<file path="src/rtl/acp_pkg.sv">
// ----------------------------------------------------------------------------
// acp_pkg
// Types and constants for the two-color-per-byte attribute pixel store.
// ----------------------------------------------------------------------------
package acp_pkg;

  localparam int unsigned STORE_BYTES_DEF = 8192;
  localparam int unsigned LINE_WIDTH_W    = 10;
  localparam int unsigned POS_W           = 10;
  localparam int unsigned COLOR_W         = 4;
  localparam int unsigned BITS_W          = 8;
  localparam int unsigned SUM_W           = 21;
  localparam int unsigned FULL_ADDR_W     = SUM_W - 3;

  localparam logic [LINE_WIDTH_W-1:0] LINE_WIDTH_RESET = LINE_WIDTH_W'(320);

  typedef enum logic {
    ACT_READ  = 1'b0,
    ACT_WRITE = 1'b1
  } acp_action_e;

  typedef struct packed {
    acp_action_e        action;
    logic [POS_W-1:0]   pos_x;
    logic [POS_W-1:0]   pos_y;
    logic [COLOR_W-1:0] pen;
  } acp_in_t;

  typedef struct packed {
    logic [COLOR_W-1:0] pixel_color;
    logic               out_of_range;
  } acp_out_t;

  // one store entry: color pair and the eight pixel bits
  typedef struct packed {
    logic [COLOR_W-1:0] color_hi;
    logic [COLOR_W-1:0] color_lo;
    logic [BITS_W-1:0]  bits;
  } acp_entry_t;

  typedef struct packed {
    logic       we;
    acp_entry_t entry;
    acp_out_t   res;
  } acp_upd_t;

endpackage

</file>
<file path="src/rtl/acp_addr.sv">
// ----------------------------------------------------------------------------
// acp_addr
// Byte address and range check for one pixel position.
// ----------------------------------------------------------------------------
module acp_addr import acp_pkg::*; #(
  parameter int unsigned StoreBytes = STORE_BYTES_DEF,
  parameter int unsigned AddrW      = $clog2(StoreBytes)
) (
  input  logic [LINE_WIDTH_W-1:0] line_width_i,
  input  logic [POS_W-1:0]        pos_x_i,
  input  logic [POS_W-1:0]        pos_y_i,
  output logic [AddrW-1:0]        addr_o,
  output logic                    oor_o
);

  localparam logic [FULL_ADDR_W-1:0] Depth = FULL_ADDR_W'(StoreBytes);

  logic [POS_W+LINE_WIDTH_W-1:0] prod;
  logic [SUM_W-1:0]              sum;
  logic [FULL_ADDR_W-1:0]        full_addr;

  assign prod      = pos_y_i * line_width_i;
  assign sum       = SUM_W'(prod) + SUM_W'(pos_x_i);
  assign full_addr = sum[SUM_W-1:3];
  assign oor_o     = (full_addr >= Depth);
  assign addr_o    = full_addr[AddrW-1:0];

endmodule

</file>
<file path="config.mk">
export PLATFORM = sky130hd
export DESIGN_NAME = acp_addr
export DESIGN_NICKNAME = d
export VERILOG_FILES = /design/src/rtl/acp_pkg.sv /design/src/rtl/acp_addr.sv
export SDC_FILE = /design/constraint.sdc
export NUM_CORES = 1
export LEC_CHECK = 0
export BUFFER_PORTS_ARGS = -buffer_cell sky130_fd_sc_hd__buf_2
export CORE_MARGIN = 2
export CORE_UTILIZATION = 60
export DETAILED_ROUTE_END_ITERATION = 12
export PLACE_DENSITY = 0.9
export SYNTH_ARGS = -nofsm -noshare
export SYNTH_HDL_FRONTEND = slang
export SYNTH_SLANG_ARGS = --single-unit
</file>
<file path="constraint.sdc">
create_clock -name vclk -period 13
set_clock_uncertainty 0.15 [all_clocks]
set_input_delay 3.25 -clock vclk [all_inputs]
set_output_delay 3.25 -clock vclk [all_outputs]
set_load 0.005 [all_outputs]
</file>
==> results.toml, run 1 <==
[run_status]
status = "complete, no violations"

[sta]
fmax_ghz = 0.0841
fin_setup_tns_ns = 0
finalCritPeriodShare_pct = 91.4
slew_violations = 0
worst_pin_slew_ns = 0.403
setup_slack_ns = 1.11
setup_viol = 0
hold_viol = 0
rsz0062_at_grt = "false"
timing.final.crit_period_ns = 11.89
relSlewSlack_pct = 73.0

[detailed_routing]
vias_per_cell = 5.38
drt-total-wl_um = 7310
drtIter0Drc = 78
vias = 2919
dr.pass1.iters = 4
final_antenna_net_count = 0
wl_per_cell_um = 13.5
remaining_drc_errors = 0

[placed_design]
dpl_worst_slack_ns = 1.13
hpwl_um = 6580
gp_congestion = 0.939
portBuffers = 44

[setup_path]
startpoint = "line_width_i[1]"
cp.required_ns = 9.60
arrival_ns = 8.49
critPathKind = "in2out"
path_max_fanout = 10
critPathLaunchType = "primary input"
end_kind = "output port"
cp-endpoint = "oor_o"

[global_route]
grt.total_usage_pct = 22.4
overflow = 0
grt_pass1_wl_um = 13100
grt_max_degree = 11
grt_pass1_vias = 3057
antenna_found_initial = 0

[cells_and_area]
area_delta_synth_final_pct = 6.84
regArea_um2 = 0
nets = 631
n_sequential_cell = 0
layout-drive-gt1-share_pct = 11.1
n_antenna_cell = 0
fillers = 478
nClkBuffers = 0

[synthesis]
yosysSeqAreaShare_pct = 0
syn-num-nets = 600
synth_area_um2 = 3750
ys_types = 38
syn_area_per_cell_um2 = 8.54
yosysWarningCount = 0
syn_inst = 439

[power]
p_leak_nw = 2.27
powerDensity_nw_per_um2 = 212
peakVddDrop_mv = 0.163

[die]
die_h_um = 83.1
row_count = 28
initial_core_util_pct = 62.6
die_area_um2 = 6900
design.core.area_um2 = 5990
die_x_um = 83.1
io_pins = 44

[clocking]
cts_setup_buffers = 0
hold_buffers = 0
cts_resized = 0

[worst_hold_path]
hp-class = "in2out"

[run]
max_cap_viol_count = 0
## stage by stage
stage	cells	util [%]	hold WS [ns]	instance area [um2]	power, mW
floorplan	439	-	6.65	3750	0.623
finish	543	66.9	6.92	4010	0.848
global placement	543	66.9	6.89	4010	0.839
global route	543	66.9	6.96	4010	0.964
detailed placement	543	66.9	6.91	4010	0.855
CTS	543	66.9	6.91	4010	0.862
## synthesized netlist by cell type (all sizes together) (4+ instances only)
cell	count	area share, %
o21ai	6	1.0
inv	100	10
nor3	4	0.53
and2	55	9.2
o21a	4	0.80
and3	4	0.70
a21o	5	1.2
xnor2	13	3.0
a21oi	13	1.7
fa	73	39
nand2	59	5.9
ha	58	19
clkbuf	15	1.5
nor2	6	0.60
## critical path, cell delays in order
cell	delay (ns)
buf_2	0.19
nand2_1	0.10
fa_1	0.55
inv_1	0.06
fa_1	0.42
fa_1	0.49
fa_1	0.51
inv_1	0.05
fa_1	0.53
inv_1	0.04
ha_1	0.35
and2_4	0.17
a221oi_2	0.30
a31oi_1	0.22
a221o_1	0.38
xnor2_1	0.14
o31ai_1	0.08
or4_1	0.52
buf_2	0.14
## worst min path at each step
stage                from         to  depth (start not counted)
4_1_cts        pos_x_i[0]  addr_o[2]                          5
6_report       pos_x_i[0]  addr_o[2]                          5
5_1_grt        pos_x_i[0]  addr_o[2]                          5
2_1_floorplan  pos_x_i[0]  addr_o[2]                          3
3_3_place_gp   pos_x_i[0]  addr_o[2]                          5
3_5_place_dp   pos_x_i[0]  addr_o[2]                          5
## where the power goes
group | internal (mW) | switching, mW
clock network | 0 | 0
logic | 0.404 | 0.444
registers | 0 | 0
## logic make-up (layout without fill, tap and decap cells)
group	after synthesis	after routing	share of synthesized area (%)
simple gates	136	136	18.4
buf+inv	115	144	11.5
xor+xnor	15	15	3.50
fa+ha+maj	131	131	58.3
compound gates	42	42	8.24
## cell type report
cell class	instances	area, um2	share of cell area, %
inverters	100	375	9.37
multi-input cells	324	3320	82.8
well taps	75	93.8	2.34
repair buffers	44	220	5.49
## placed cells by master (no fill, tap or decap), types with 3 or more instances in the layout
cell       n
and2_1    54
o21a_1     4
nand2_1   59
a21oi_1   13
xnor2_1   13
a21o_1     4
nor3_1     4
and3_1     3
ha_1      58
nor2_1     6
fa_1      73
buf_2     44
inv_1    100
## per-layer routing
metal / global-route usage (%) / part of all wire (%)
met1: 27.9 / 39
met3: 1.09 / 3.1
met4: 3.73 / 1.4
met5: 0 / 0
met2: 43.1 / 57
(Power assumes the default switching activity.)
==> run 2: changes to the inputs <==
- CELL_PAD_IN_SITES_DETAIL_PLACEMENT: unset -> 2
- CELL_PAD_IN_SITES_GLOBAL_PLACEMENT: unset -> 2
- CORE_UTILIZATION: 60 -> 38
- PLACE_DENSITY: 0.9 -> 0.93
==> run 2 against run 1 <==
  * Global-route usage is 0.18 points higher
  * Total power grew 8.4%
  * Sequential share of layout area did not move
  * Critical path depth unchanged
  * Setup slack worse by 0.38 ns
  * Utilization down 25 points
==> results.toml, run 2 (same netlist as run 1, synthesis figures left out) <==
[clocking]
cts_resized = 0
cts_setup_buffers = 0
hold_buffers = 0

[run]
max_cap_viol_count = 0

[die]
die_h_um = 103
io_pins = 44
die_area_um2 = 10700
row_count = 36
die_x_um = 103
initial_core_util_pct = 38.7
design.core.area_um2 = 9680

[setup_path]
crit_chain = "buf_2 > nand2_1 > fa_1 > inv_1 > fa_1 > fa_1 > fa_1 > inv_1 > fa_1 > inv_1 > ha_1 > and2_4 > a221o_1 > o21ai_2 > a21oi_1 > a2111oi_0 > nor3_1 > or4_1 > buf_2"
path_max_fanout = 10
cp.required_ns = 9.60
startpoint = "line_width_i[2]"
arrival_ns = 8.86
cp-endpoint = "oor_o"
cpPeakStageDelay_ns = 0.57
critPathKind = "in2out"
cp_common_cell = "fa_1"
crit_slowest_cell = "a2111oi_0"
critPathLaunchType = "primary input"
end_kind = "output port"

[sta]
slew_violations = 0
setup_viol = 0
hold_viol = 0
finalCritPeriodShare_pct = 94.3
fin_setup_tns_ns = 0
setup_slack_ns = 0.736
timing.final.crit_period_ns = 12.26
relSlewSlack_pct = 62.0
holdWs_ns = 6.93
rsz0062_at_grt = "false"
fmax_ghz = 0.0815
worst_pin_slew_ns = 0.556

[cells_and_area]
n_sequential_cell = 0
layout_common_cells = "100 x inv_1, 73 x fa_1, 59 x nand2_1, 58 x ha_1, 54 x and2_1"
layout-drive-gt1-share_pct = 11.1
nets = 631
mostFrequentLayoutCell = "inv_1"
n_antenna_cell = 0
finalCoreUtilization_pct = 42.1
regArea_um2 = 0
nClkBuffers = 0
area_delta_synth_final_pct = 8.77
stdcell_area_um2 = 4080
final_cells = 601

[detailed_routing]
drt-total-wl_um = 11400
drtIter0Drc = 57
remaining_drc_errors = 0
vias_per_cell = 5.11
final_antenna_net_count = 0
vias = 3073
dr.pass1.iters = 4
wl_per_cell_um = 18.9

[global_route]
grt_pass1_wl_um = 18400
grt_pass1_vias = 3743
overflow = 0
grt_max_degree = 11
met1_usage_pct = 23.5
grt-busiest-layer = "met2"
met2_usage_pct = 48.2
use_met3_pct = 0.605
antenna_found_initial = 0
grt.total_usage_pct = 22.5

[placed_design]
placed_area_um2 = 4080
hpwl_um = 10100
gp_congestion = 0.814
dpl_worst_slack_ns = 0.799
dp.cells = 601
portBuffers = 44

[power]
p_leak_nw = 2.27
powerDensity_nw_per_um2 = 225
peakVddDrop_mv = 0.0898
fin_total_pwr_mw = 0.919

[run_status]
status = "complete, no violations"

[worst_hold_path]
hp-class = "in2out"
-- run 2: cell counts in the layout (fill, tap and decap cells not counted) --
No cell type changed its count.
-- run 2: how the worst min path moves through the flow --
stage | start | end | depth (start not counted)
2_1_floorplan | pos_x_i[0] | addr_o[2] | 3
3_3_place_gp | pos_x_i[0] | addr_o[2] | 5
3_5_place_dp | pos_x_i[0] | addr_o[2] | 5
4_1_cts | pos_x_i[0] | addr_o[2] | 5
5_1_grt | pos_x_i[0] | addr_o[2] | 5
6_report | pos_x_i[0] | addr_o[2] | 5
-- run 2: layer usage --
| metal | vias up | share of wire, % |
|---|---|---|
| met5 | - | 0 |
| met4 | 0 | 2.9 |
| met3 | 22 | 1.6 |
| met2 | 53 | 61 |
| met1 | 1601 | 35 |
| li1 | 1397 | - |
-- run 2: worst max-delay path, delay by kind of cell --
kind / cells / cell delay, ns
AOI/OAI and AO/OA: 4 / 1.18
adders and majority gates: 6 / 2.91
buffers and inverters: 5 / 0.54
and+or+nand+nor: 4 / 0.99
-- run 2: area by class of cell --
class / instances / area, um2
well taps: 133 / 166
repair buffers: 44 / 220
multi-input cells: 324 / 3320
fillers: 1112 / 5600
inverters: 100 / 375
-- run 2: power by group --
part / leakage [nW] / switching, mW / internal [mW]
Sequential: 0 / 0 / 0
Clock: 0 / 0 / 0
Combinational: 2.27 / 0.504 / 0.415
