File: src/rtl/acp_pkg.sv
// ----------------------------------------------------------------------------
// acp_pkg
// Types and constants for the two-color-per-byte attribute pixel store.
// ----------------------------------------------------------------------------
package acp_pkg;

  localparam int unsigned STORE_BYTES_DEF = 8192;
  localparam int unsigned LINE_WIDTH_W    = 10;
  localparam int unsigned POS_W           = 10;
  localparam int unsigned COLOR_W         = 4;
  localparam int unsigned BITS_W          = 8;
  localparam int unsigned SUM_W           = 21;
  localparam int unsigned FULL_ADDR_W     = SUM_W - 3;

  localparam logic [LINE_WIDTH_W-1:0] LINE_WIDTH_RESET = LINE_WIDTH_W'(320);

  typedef enum logic {
    ACT_READ  = 1'b0,
    ACT_WRITE = 1'b1
  } acp_action_e;

  typedef struct packed {
    acp_action_e        action;
    logic [POS_W-1:0]   pos_x;
    logic [POS_W-1:0]   pos_y;
    logic [COLOR_W-1:0] pen;
  } acp_in_t;

  typedef struct packed {
    logic [COLOR_W-1:0] pixel_color;
    logic               out_of_range;
  } acp_out_t;

  // one store entry: color pair and the eight pixel bits
  typedef struct packed {
    logic [COLOR_W-1:0] color_hi;
    logic [COLOR_W-1:0] color_lo;
    logic [BITS_W-1:0]  bits;
  } acp_entry_t;

  typedef struct packed {
    logic       we;
    acp_entry_t entry;
    acp_out_t   res;
  } acp_upd_t;

endpackage

File: src/rtl/acp_update.sv
// ----------------------------------------------------------------------------
// acp_update
// Pixel read and write-back logic for one fetched entry.
// ----------------------------------------------------------------------------
module acp_update import acp_pkg::*; (
  input  acp_entry_t         entry_i,
  input  acp_action_e        action_i,
  input  logic [2:0]         col_i,
  input  logic [COLOR_W-1:0] pen_i,
  input  logic               oor_i,
  output acp_upd_t           upd_o
);

  logic [2:0]         bit_idx;
  logic [3:0]         ones;
  logic [COLOR_W-1:0] lo_n;
  logic [COLOR_W-1:0] hi_n;
  logic [BITS_W-1:0]  bits_n;
  logic [COLOR_W-1:0] rd_color;

  assign bit_idx = 3'(7) - col_i;

  always_comb begin
    ones = '0;
    for (int i = 0; i < BITS_W; i++) begin
      ones = ones + 4'(entry_i.bits[i]);
    end
  end

  always_comb begin
    lo_n   = entry_i.color_lo;
    hi_n   = entry_i.color_hi;
    bits_n = entry_i.bits;
    if (pen_i != entry_i.color_lo && pen_i != entry_i.color_hi) begin
      // at least half of the bits set: replace the clear-bit color
      if (ones > 4'd3) begin
        lo_n = pen_i;
      end else begin
        hi_n = pen_i;
      end
    end
    if (pen_i == lo_n) begin
      bits_n[bit_idx] = 1'b0;
    end else if (pen_i == hi_n) begin
      bits_n[bit_idx] = 1'b1;
    end
  end

  assign rd_color = entry_i.bits[bit_idx] ? entry_i.color_hi : entry_i.color_lo;

  always_comb begin
    upd_o.we                 = (action_i == ACT_WRITE) && !oor_i;
    upd_o.entry.color_hi     = hi_n;
    upd_o.entry.color_lo     = lo_n;
    upd_o.entry.bits         = bits_n;
    upd_o.res.out_of_range   = oor_i;
    upd_o.res.pixel_color    = '0;
    if (action_i == ACT_READ && !oor_i) begin
      upd_o.res.pixel_color = rd_color;
    end
  end

endmodule

File: config.mk
export PLATFORM = sky130hd
export DESIGN_NAME = acp_update
export DESIGN_NICKNAME = d
export VERILOG_FILES = /design/src/rtl/acp_pkg.sv /design/src/rtl/acp_update.sv
export SDC_FILE = /design/constraint.sdc
export NUM_CORES = 1
export LEC_CHECK = 0
export BUFFER_PORTS_ARGS = -buffer_cell sky130_fd_sc_hd__clkbuf_2
export CAP_MARGIN = 5
export CORE_MARGIN = 5
export CORE_UTILIZATION = 44
export DETAILED_ROUTE_END_ITERATION = 7
export PLACE_DENSITY = 0.83
export RECOVER_POWER = 50
export SLEW_MARGIN = 40
export SYNTH_ARGS = -nofsm -noshare
export SYNTH_HDL_FRONTEND = slang
export SYNTH_SLANG_ARGS = --single-unit
File: constraint.sdc
create_clock -name vclk -period 5.9
set_input_delay 1.18 -clock vclk [all_inputs]
set_output_delay 1.18 -clock vclk [all_outputs]
set_load 0.01 [all_outputs]
==> results.md, run 1 <==
- Outcome: completed
- CP required: 4.72 ns
- Maximum fanout along the worst path: 4
- Syn-to-layout area delta: 28.4%
- GRT Resource Usage Total: 15.1%
- Ports: 47
- Pwr Density: 125 nW/um2
- Area leader, netlist: mux2_1
- Drt via density: 5.24
- Die width: 49.3 um
- Final setup vio count: 0
- Cells after Synth: 84
- Core box area: 1490 um2
- Fin. max-slew vios: 0
- Crit path DAT: 4.18 ns
- Total gr overflow: 0
- Die ar.: 2430 um2
- Post_cts resized: 0
- Row Count: 14
- RSZ-0062 raised after global routing: false
- Fin cells: 143
- Number of max-cap violations: 0
- F_max: 187 MHz
- Register area share after synthesis: 0%
- Worst setup EP type: output port
- Starting density of the core: 45.5%
- Hold Path Class: input pin to output port
- Vias in the first global route: 761
- Via Count: 749
- Final #Nets: 159
- Peak VDD IR: 0.0792 mV
- Yosys warning total: 0
- Register area: 0 um2
- Tmin final: 5.36 ns
- Syn Area/Cell: 8.07 um2
- Setup bufs post-CTS: 0
- Commonest non-fill, non-tap cell in the layout: clkbuf_2
- Mapped Nets: 114
- TritonRoute pass-1 iters: 4
- Clkbuf count: 0
- Initial antenna violation count: 0
- WL per Instance: 12.3 um
- # diodes: 0
- Most frequent cells in the layout: 38 x clkbuf_2, 11 x inv_1, 10 x nand2_1, 10 x clkbuf_1
- PortBufs: 47
- Remaining DRCs: 0
- Largest net degree at the start of global routing: 15
- First-pass GRT wire length: 3140 um
- Hold WS: 2.58 ns
- Routability cong.: 0.842
- Setup TNS: 0 ns
- Leakage: 0.454 nW
- Mapped Area: 678 um2
- Detailed Route WL: 1750 um
- Main area contributors after synthesis: mux2_1 13%, mux2_2 13%, xor2_1 10%, fa_1 8.9%, mux2i_1 7.4%
- CTS Hold Bufs: 0
- Initial drt markers: 12
- Placed Cells: 143
- Fin. Hold Viols: 0
- Layout cells sized above 1: 37.0%
- DP HPWL: 1550 um
- Critical path class: input pin to output port
- FILL cells: 138
- Startpoint types: input pin
- Synth unique cells: 27
- Post-DRT Antenna Nets: 0
- Slew HR: 51.1%
- Post-synth top area share: 13.3%
- Worst-Margin Slew: 0.734 ns
- Die Span Y: 49.3 um
- FFs & Latches: 0
- Period utilization: 90.8%
## critical path: stages
cell	delay, ns
clkbuf_2	0.11
inv_1	0.06
fa_1	0.54
fa_1	0.42
fa_1	0.36
inv_1	0.06
ha_1	0.22
a311oi_1	0.35
nor2b_1	0.38
mux2_1	0.37
clkbuf_2	0.13
## cells by family after synthesis
group	synth area share, %
xor+xnor	10.3
simple gates	22.0
buf+inv	14.2
fa+ha+maj	12.5
compound gates	7.01
mux	33.9
## path summary, 6_finish.rpt
check             startpoint   endpoint  cells after the start
setup / recovery  entry_i[0]  upd_o[18]                     11
hold / removal         oor_i   upd_o[0]                      2
## per-stage QoR
step | util, % | cell area [um2] | total power (W) | setup slack, ns
2_1_floorplan | - | 678 | 0.0000730 | 0.936
3_3_place_gp | 59.0 | 878 | 0.000109 | 0.629
3_5_place_dp | 59.3 | 883 | 0.000111 | 0.533
4_1_cts | 59.3 | 883 | 0.000112 | 0.531
5_1_grt | 58.5 | 871 | 0.000122 | 0.348
6_report | 58.5 | 871 | 0.000109 | 0.541
## where the power goes
part           leakage (nW)  switching, W  internal [W]
clock network             0             0             0
registers                 0             0             0
logic                 0.454     0.0000588     0.0000500
## area by class of cell
| class | instances | area (um2) | share of cell area [%] |
|---|---|---|---|
| inverters | 11 | 41.3 | 4.74 |
| multi-input cells | 68 | 582 | 66.8 |
| well taps | 16 | 20.0 | 2.30 |
| repair buffers | 48 | 228 | 26.1 |
## routing by layer
layer,GRT usage [%],part of all wire (%),vias up
li1,-,-,380
met1,18.8,42,332
met2,28.3,49,37
met3,2.45,9.7,0
met4,0,0,0
met5,0,0,-
## cells in the mapped netlist (2+ instances only)
library cell	instances
nor2b_1	2
fa_1	3
mux2_2	8
buf_4	2
nor2_1	3
ha_1	2
nor4_1	2
nor3b_1	2
mux2i_1	5
nand2_1	10
mux2_1	8
xor2_1	8
inv_1	11
nand3b_1	3
nand3_1	3
No activity file was read; power rests on OpenSTA's default activity.
==> inputs of run 2 (changes only) <==
Settings changed: ABC_AREA set to 1, CELL_PAD_IN_SITES_DETAIL_PLACEMENT set to 1, CELL_PAD_IN_SITES_GLOBAL_PLACEMENT set to 1, CORE_UTILIZATION 44 to 30, PLACE_DENSITY 0.83 to 0.82, REMOVE_ABC_BUFFERS set to 1.
==> results.md, run 2 <==
- Leakage: 0.663 nW (+46%)
- PortBufs: 47 (unchanged)
- Cells after Synth: 174 (+110%)
- Remaining DRCs: 0 (unchanged)
- Largest net degree at the start of global routing: 17 (+2)
- Tmin final: 5.45 ns (+0.0886 ns)
- Period utilization: 92.3% (+1.5 points)
- Via Count: 1206 (+61%)
- Synth unique cells: 19 (-30%)
- Hold WS: 2.58 ns (-0.00161 ns)
- Ports: 47 (unchanged)
- FFs & Latches: 0 (unchanged)
- F_max: 184 MHz (-1.6%)
- Peak VDD IR: 0.0543 mV (-31%)
- Multi-input logic area: 724 um2 (+25%)
- Commonest non-fill, non-tap cell in the layout: nand2_1
- Most frequent cells in the layout: 55 x nand2_1, 39 x inv_1, 38 x clkbuf_2
- Slew HR: 70.3% (+19 points)
- First-pass GRT wire length: 5290 um (+69%)
- # diodes: 0 (unchanged)
- DP HPWL: 2650 um (+71%)
- Number of max-cap violations: 0 (unchanged)
- Clkbuf count: 0 (unchanged)
- Hold Path Class: input pin to output port
- Layout cells sized above 1: 21.3% (-16 points)
- Maximum fanout along the worst path: 13 (+9)
- Register area share after synthesis: 0% (unchanged)
- Yosys warning total: 0 (unchanged)
- Final setup vio count: 0 (unchanged)
- Area leader, netlist: nand2_1
- Main area contributors after synthesis: nand2_1 22%, inv_1 16%, o21ai_0 9.8%, o221ai_1 7.6%, fa_1 6.5%
- Post-synth top area share: 22.4% (+9.2 points)
- Fin. max-slew vios: 0 (unchanged)
- CTS Hold Bufs: 0 (unchanged)
- Worst-path cell chain: clkbuf_2 -> inv_1 -> fa_1 -> fa_1 -> fa_1 -> inv_1 -> ha_1 -> nand3b_1 -> nand2_1 -> inv_1 -> nand2_1 -> o21ai_0 -> inv_1 -> o21ai_0 -> inv_1 -> clkbuf_2
- Mapped Area: 920 um2 (+36%)
- Final #Nets: 248 (+56%)
- Initial antenna violation count: 0 (unchanged)
- Starting density of the core: 30.6% (-15 points)
- Most frequent cells after synthesis: 55 x nand2_1, 39 x inv_1, 18 x o21ai_0, 14 x nor2_1
- Outcome: completed
- Core box area: 3000 um2 (+100%)
- Crit path DAT: 4.27 ns (+0.09 ns)
- Post_cts resized: 0 (unchanged)
- Pwr Density: 162 nW/um2 (+30%)
- RSZ-0062 raised after global routing: false
- Total gr overflow: 0 (unchanged)
- Simple-Gate Fraction of Synth Area: 41.8% (+20 points)
- Fin. Hold Viols: 0 (unchanged)
- Critical path class: input pin to output port
- Syn Area/Cell: 5.29 um2 (-35%)
- Synthesized-area fraction occupied by adder cells: 9.25% (-3.3 points)
- Worst Hold Launch: oor_i
- Largest stage delay on the critical path: 0.55 ns (about the same)
- Mux contribution to synthesized area: 0% (-34 points)
- WL per Instance: 12.1 um (-1.6%)
- Count leader, synth: nand2_1
- CP Launch Point: entry_i[0]
- Highest-delay cell along the critical path: fa_1
- Vias in the first global route: 1300 (+71%)
- Crit-path most repeated cell: inv_1
- Die ar.: 4270 um2 (+76%)
- Die width: 65.4 um (+33%)
- GRT Resource Usage Total: 14.7% (-0.45 points)
- Register area: 0 um2 (unchanged)
- Routability cong.: 0.834 (-1.0%)
- TritonRoute pass-1 iters: 4 (unchanged)
- Post-DRT Antenna Nets: 0 (unchanged)
- Worst setup EP type: output port
- Initial drt markers: 16 (+4)
- Detailed Route WL: 3000 um (+71%)
- Setup bufs post-CTS: 0 (unchanged)
- Row Count: 20 (+6)
- Syn-to-layout area delta: 24.4%
- Die Span Y: 65.4 um (+33%)
- Worst-Margin Slew: 0.445 ns (-0.289 ns)
- Startpoint types: input pin
- CP required: 4.72 ns (about the same)
- Largest family of logic cells by synthesized area: simple AND/OR/NAND/NOR gates
- Setup TNS: 0 ns (unchanged)
- Drt via density: 4.84 (-7.5%)
- Fraction of synthesized cell area in xor and xnor cells: 5.71% (-4.6 points)
- FILL cells: 465 (+240%)
- Post-synthesis compound-gate area fraction: 22.9% (+16 points)
[run 2: cell count changes in the layout (fill, tap and decap cells not counted), sizes merged, moves of 5 or more]
cell,previous run,this run
xor2,8,0
nor2,3,15
o21ai,1,22
inv,11,41
o221ai,0,8
nand2,10,57
nor3,1,8
xnor2,0,6
mux2,16,0
mux2i,5,0
[run 2: area by class of cell]
type / count / share of cell area, %
Tap cell: 33 / 3.61
Timing Repair Buffer: 47 / 19.6
Inverter: 41 / 13.5
Multi-Input combinational cell: 128 / 63.3
[run 2: worst paths after layout]
path / slack (ns) / to / cells after the start
worst max-delay path: 0.45 / upd_o[16] / 16
worst min-delay path: 2.58 / upd_o[0] / 2
[run 2: worst max-delay path: cells and delay by family]
family          cells  cell delay (ns)
compound gates      2             0.24
buf+inv             7             0.89
fa+ha+maj           4             1.58
simple gates        3             0.38
[run 2: metrics by stage]
step	instances	total power (W)	utilization, %	setup slack, ns	instance area, um2
after floorplan	169	0.000121	-	0.967	886
final	249	0.000185	38.1	0.453	1140
after global routing	249	0.000213	38.1	0.169	1140
after detailed placement	249	0.000193	38.7	0.408	1160
after CTS	249	0.000195	38.7	0.418	1160
after global placement	249	0.000189	38.7	0.543	1160
[run 2: where the power goes]
group	switching, W	total, W	internal (W)
sequential	0	0	0
combinational	0.000115	0.000185	0.0000699
clock	0	0	0
[run 2: cells by family after synthesis]
kind of cell,Yosys count
AND/OR/NAND/NOR,87
buffers and inverters,46
AO/OA/AOI/OAI,30
XOR/XNOR,6
adder cells (fa/ha/maj),5
[run 2: routing by layer]
metal / track usage (%) / up-vias / share of wire [%]
met5: 0 / - / 0
met4: 0 / 0 / 0
met3: 0.684 / 0 / 3.8
met2: 29.0 / 30 / 50
met1: 18.4 / 551 / 46
li1: - / 625 / -
==> inputs of run 3 (changes only) <==
--- a/config.mk
+++ b/config.mk
@@ -11,5 +11,5 @@
 export CELL_PAD_IN_SITES_DETAIL_PLACEMENT = 1
 export CELL_PAD_IN_SITES_GLOBAL_PLACEMENT = 1
-export CORE_MARGIN = 5
+export CORE_MARGIN = 3
 export CORE_UTILIZATION = 30
 export DETAILED_ROUTE_END_ITERATION = 7
==> constraint.sdc (replaced) <==
create_clock -name vclk -period 5.9
set_input_delay 0.59 -clock vclk [all_inputs]
set_output_delay 0.59 -clock vclk [all_outputs]
set_load 0.01 [all_outputs]
==> results.md, run 3 (synthesis results as in run 2) <==
- Ports: 47 (unchanged)
- Die width: 61.4 um (-6.1%)
- First-pass GRT wire length: 4740 um (-10%)
- Critical path class: input pin to output port
- Worst hold path depth: 2 (unchanged)
- Slew HR: 65.3% (-5.0 points)
- Startpoint types: input pin
- TritonRoute pass-1 iters: 4 (unchanged)
- Layout cells sized above 1: 21.3% (unchanged)
- Most frequent cells in the layout: 55 x nand2_1, 39 x inv_1, 38 x clkbuf_2
- # diodes: 0 (unchanged)
- Drt via density: 4.84 (about the same)
- Setup TNS: 0 ns (unchanged)
- Largest net degree at the start of global routing: 17 (unchanged)
- Worst Hold Launch: oor_i
- F_max: 229 MHz (+25%)
- Total gr overflow: 0 (unchanged)
- Hold Path Class: input pin to output port
- Remaining DRCs: 0 (unchanged)
- Detailed Route WL: 2900 um (-3.5%)
- Die Span Y: 61.4 um (-6.1%)
- RSZ-0062 raised after global routing: false
- Core box area: 2830 um2 (-5.8%)
- Hold WS: 1.41 ns (-1.17 ns)
- Die ar.: 3770 um2 (-12%)
- Register area: 0 um2 (unchanged)
- Initial drt markers: 31 (+15)
- Post_cts resized: 0 (unchanged)
- Worst Hold End: upd_o[0]
- DP HPWL: 2470 um (-6.5%)
- Post-DRT Antenna Nets: 0 (unchanged)
- Tmin final: 4.36 ns (-1.09 ns)
- Pwr Density: 161 nW/um2 (-0.77%)
- Via Count: 1196 (-0.83%)
- Maximum fanout along the worst path: 13 (unchanged)
- Starting density of the core: 32.5% (+1.9 points)
- Worst setup EP type: output port
- Final instance area: 1140 um2 (-0.22%)
- FFs & Latches: 0 (unchanged)
- Initial antenna violation count: 0 (unchanged)
- Final setup vio count: 0 (unchanged)
- Vias in the first global route: 1141 (-12%)
- Final #Nets: 248 (unchanged)
- FILL cells: 426 (-8.4%)
- Placed Area: 1160 um2 (-0.22%)
- Worst-Margin Slew: 0.520 ns (+0.0756 ns)
- Leakage: 0.663 nW (about the same)
- Routability cong.: 0.865 (+3.7%)
- Multi-input logic area: 724 um2 (unchanged)
- Number of max-cap violations: 0 (unchanged)
- GRT Resource Usage Total: 15.6% (+0.92 points)
- Crit path DAT: 3.77 ns (-0.50 ns)
- Clkbuf count: 0 (unchanged)
- Fin. max-slew vios: 0 (unchanged)
- WL per Instance: 11.7 um (-2.7%)
- Period utilization: 73.9% (-18 points)
- CTS Hold Bufs: 0 (unchanged)
- Outcome: completed
- Syn-to-layout area delta: 24.1%
- Row Count: 19 (-5.0%)
- Commonest non-fill, non-tap cell in the layout: nand2_1
- Fin. Hold Viols: 0 (unchanged)
- PortBufs: 47 (unchanged)
- CP required: 5.31 ns (+0.59 ns)
- Setup bufs post-CTS: 0 (unchanged)
- Peak VDD IR: 0.0552 mV (+1.6%)
==> run 3: cell counts in the layout (fill, tap and decap cells not counted) <==
No cell type changed its count.
==> run 3: worst max path at each step <==
stage	from	slack, ns	endpoint	depth (start not counted)
5_1_grt	entry_i[0]	1.32	upd_o[16]	16
3_3_place_gp	entry_i[0]	1.69	upd_o[15]	16
6_report	entry_i[0]	1.54	upd_o[15]	16
2_1_floorplan	entry_i[0]	2.15	upd_o[15]	14
4_1_cts	entry_i[0]	1.57	upd_o[16]	16
3_5_place_dp	entry_i[0]	1.56	upd_o[16]	16
==> run 3: metrics by stage <==
| stage | power [W] | utilization, % | setup WS, ns | std cells |
|---|---|---|---|---|
| global route | 0.000209 | 40.3 | 1.32 | 247 |
| CTS | 0.000192 | 41.0 | 1.57 | 247 |
| global placement | 0.000188 | 41.0 | 1.69 | 247 |
| detailed placement | 0.000191 | 41.0 | 1.56 | 247 |
| floorplan | 0.000121 | - | 2.15 | 169 |
| finish | 0.000184 | 40.3 | 1.54 | 247 |
==> run 3: power by group <==
part | internal, W | total [W] | switching, W
logic | 0.0000705 | 0.000184 | 0.000113
registers | 0 | 0 | 0
clock network | 0 | 0 | 0
==> run 3: final cells by class <==
type,count,share of cell area [%]
timing repair buffer,47,19.6
inverter,41,13.5
tap,31,3.40
multi-input combinational,128,63.5
==> run 3: metal layers <==
metal  share of wire, %  wire length, um  global-route usage, %  up-vias
met1                 44             1280                   19.5      540
met5                  0                0                      0        -
li1                   -                -                      -      625
met2                 52             1500                   31.4       31
met4                  0                0                      0        0
met3                4.2              123                  0.210        0
==> run 3: worst max-delay path, cell delays in order <==
cell,delay (ns)
clkbuf_1,0.16
inv_1,0.09
fa_1,0.56
fa_1,0.43
fa_1,0.37
inv_1,0.07
ha_1,0.22
nand3b_1,0.08
nand2_1,0.22
inv_1,0.43
nand2_1,0.08
o21ai_0,0.09
inv_1,0.05
o21ai_0,0.15
inv_1,0.05
clkbuf_2,0.12
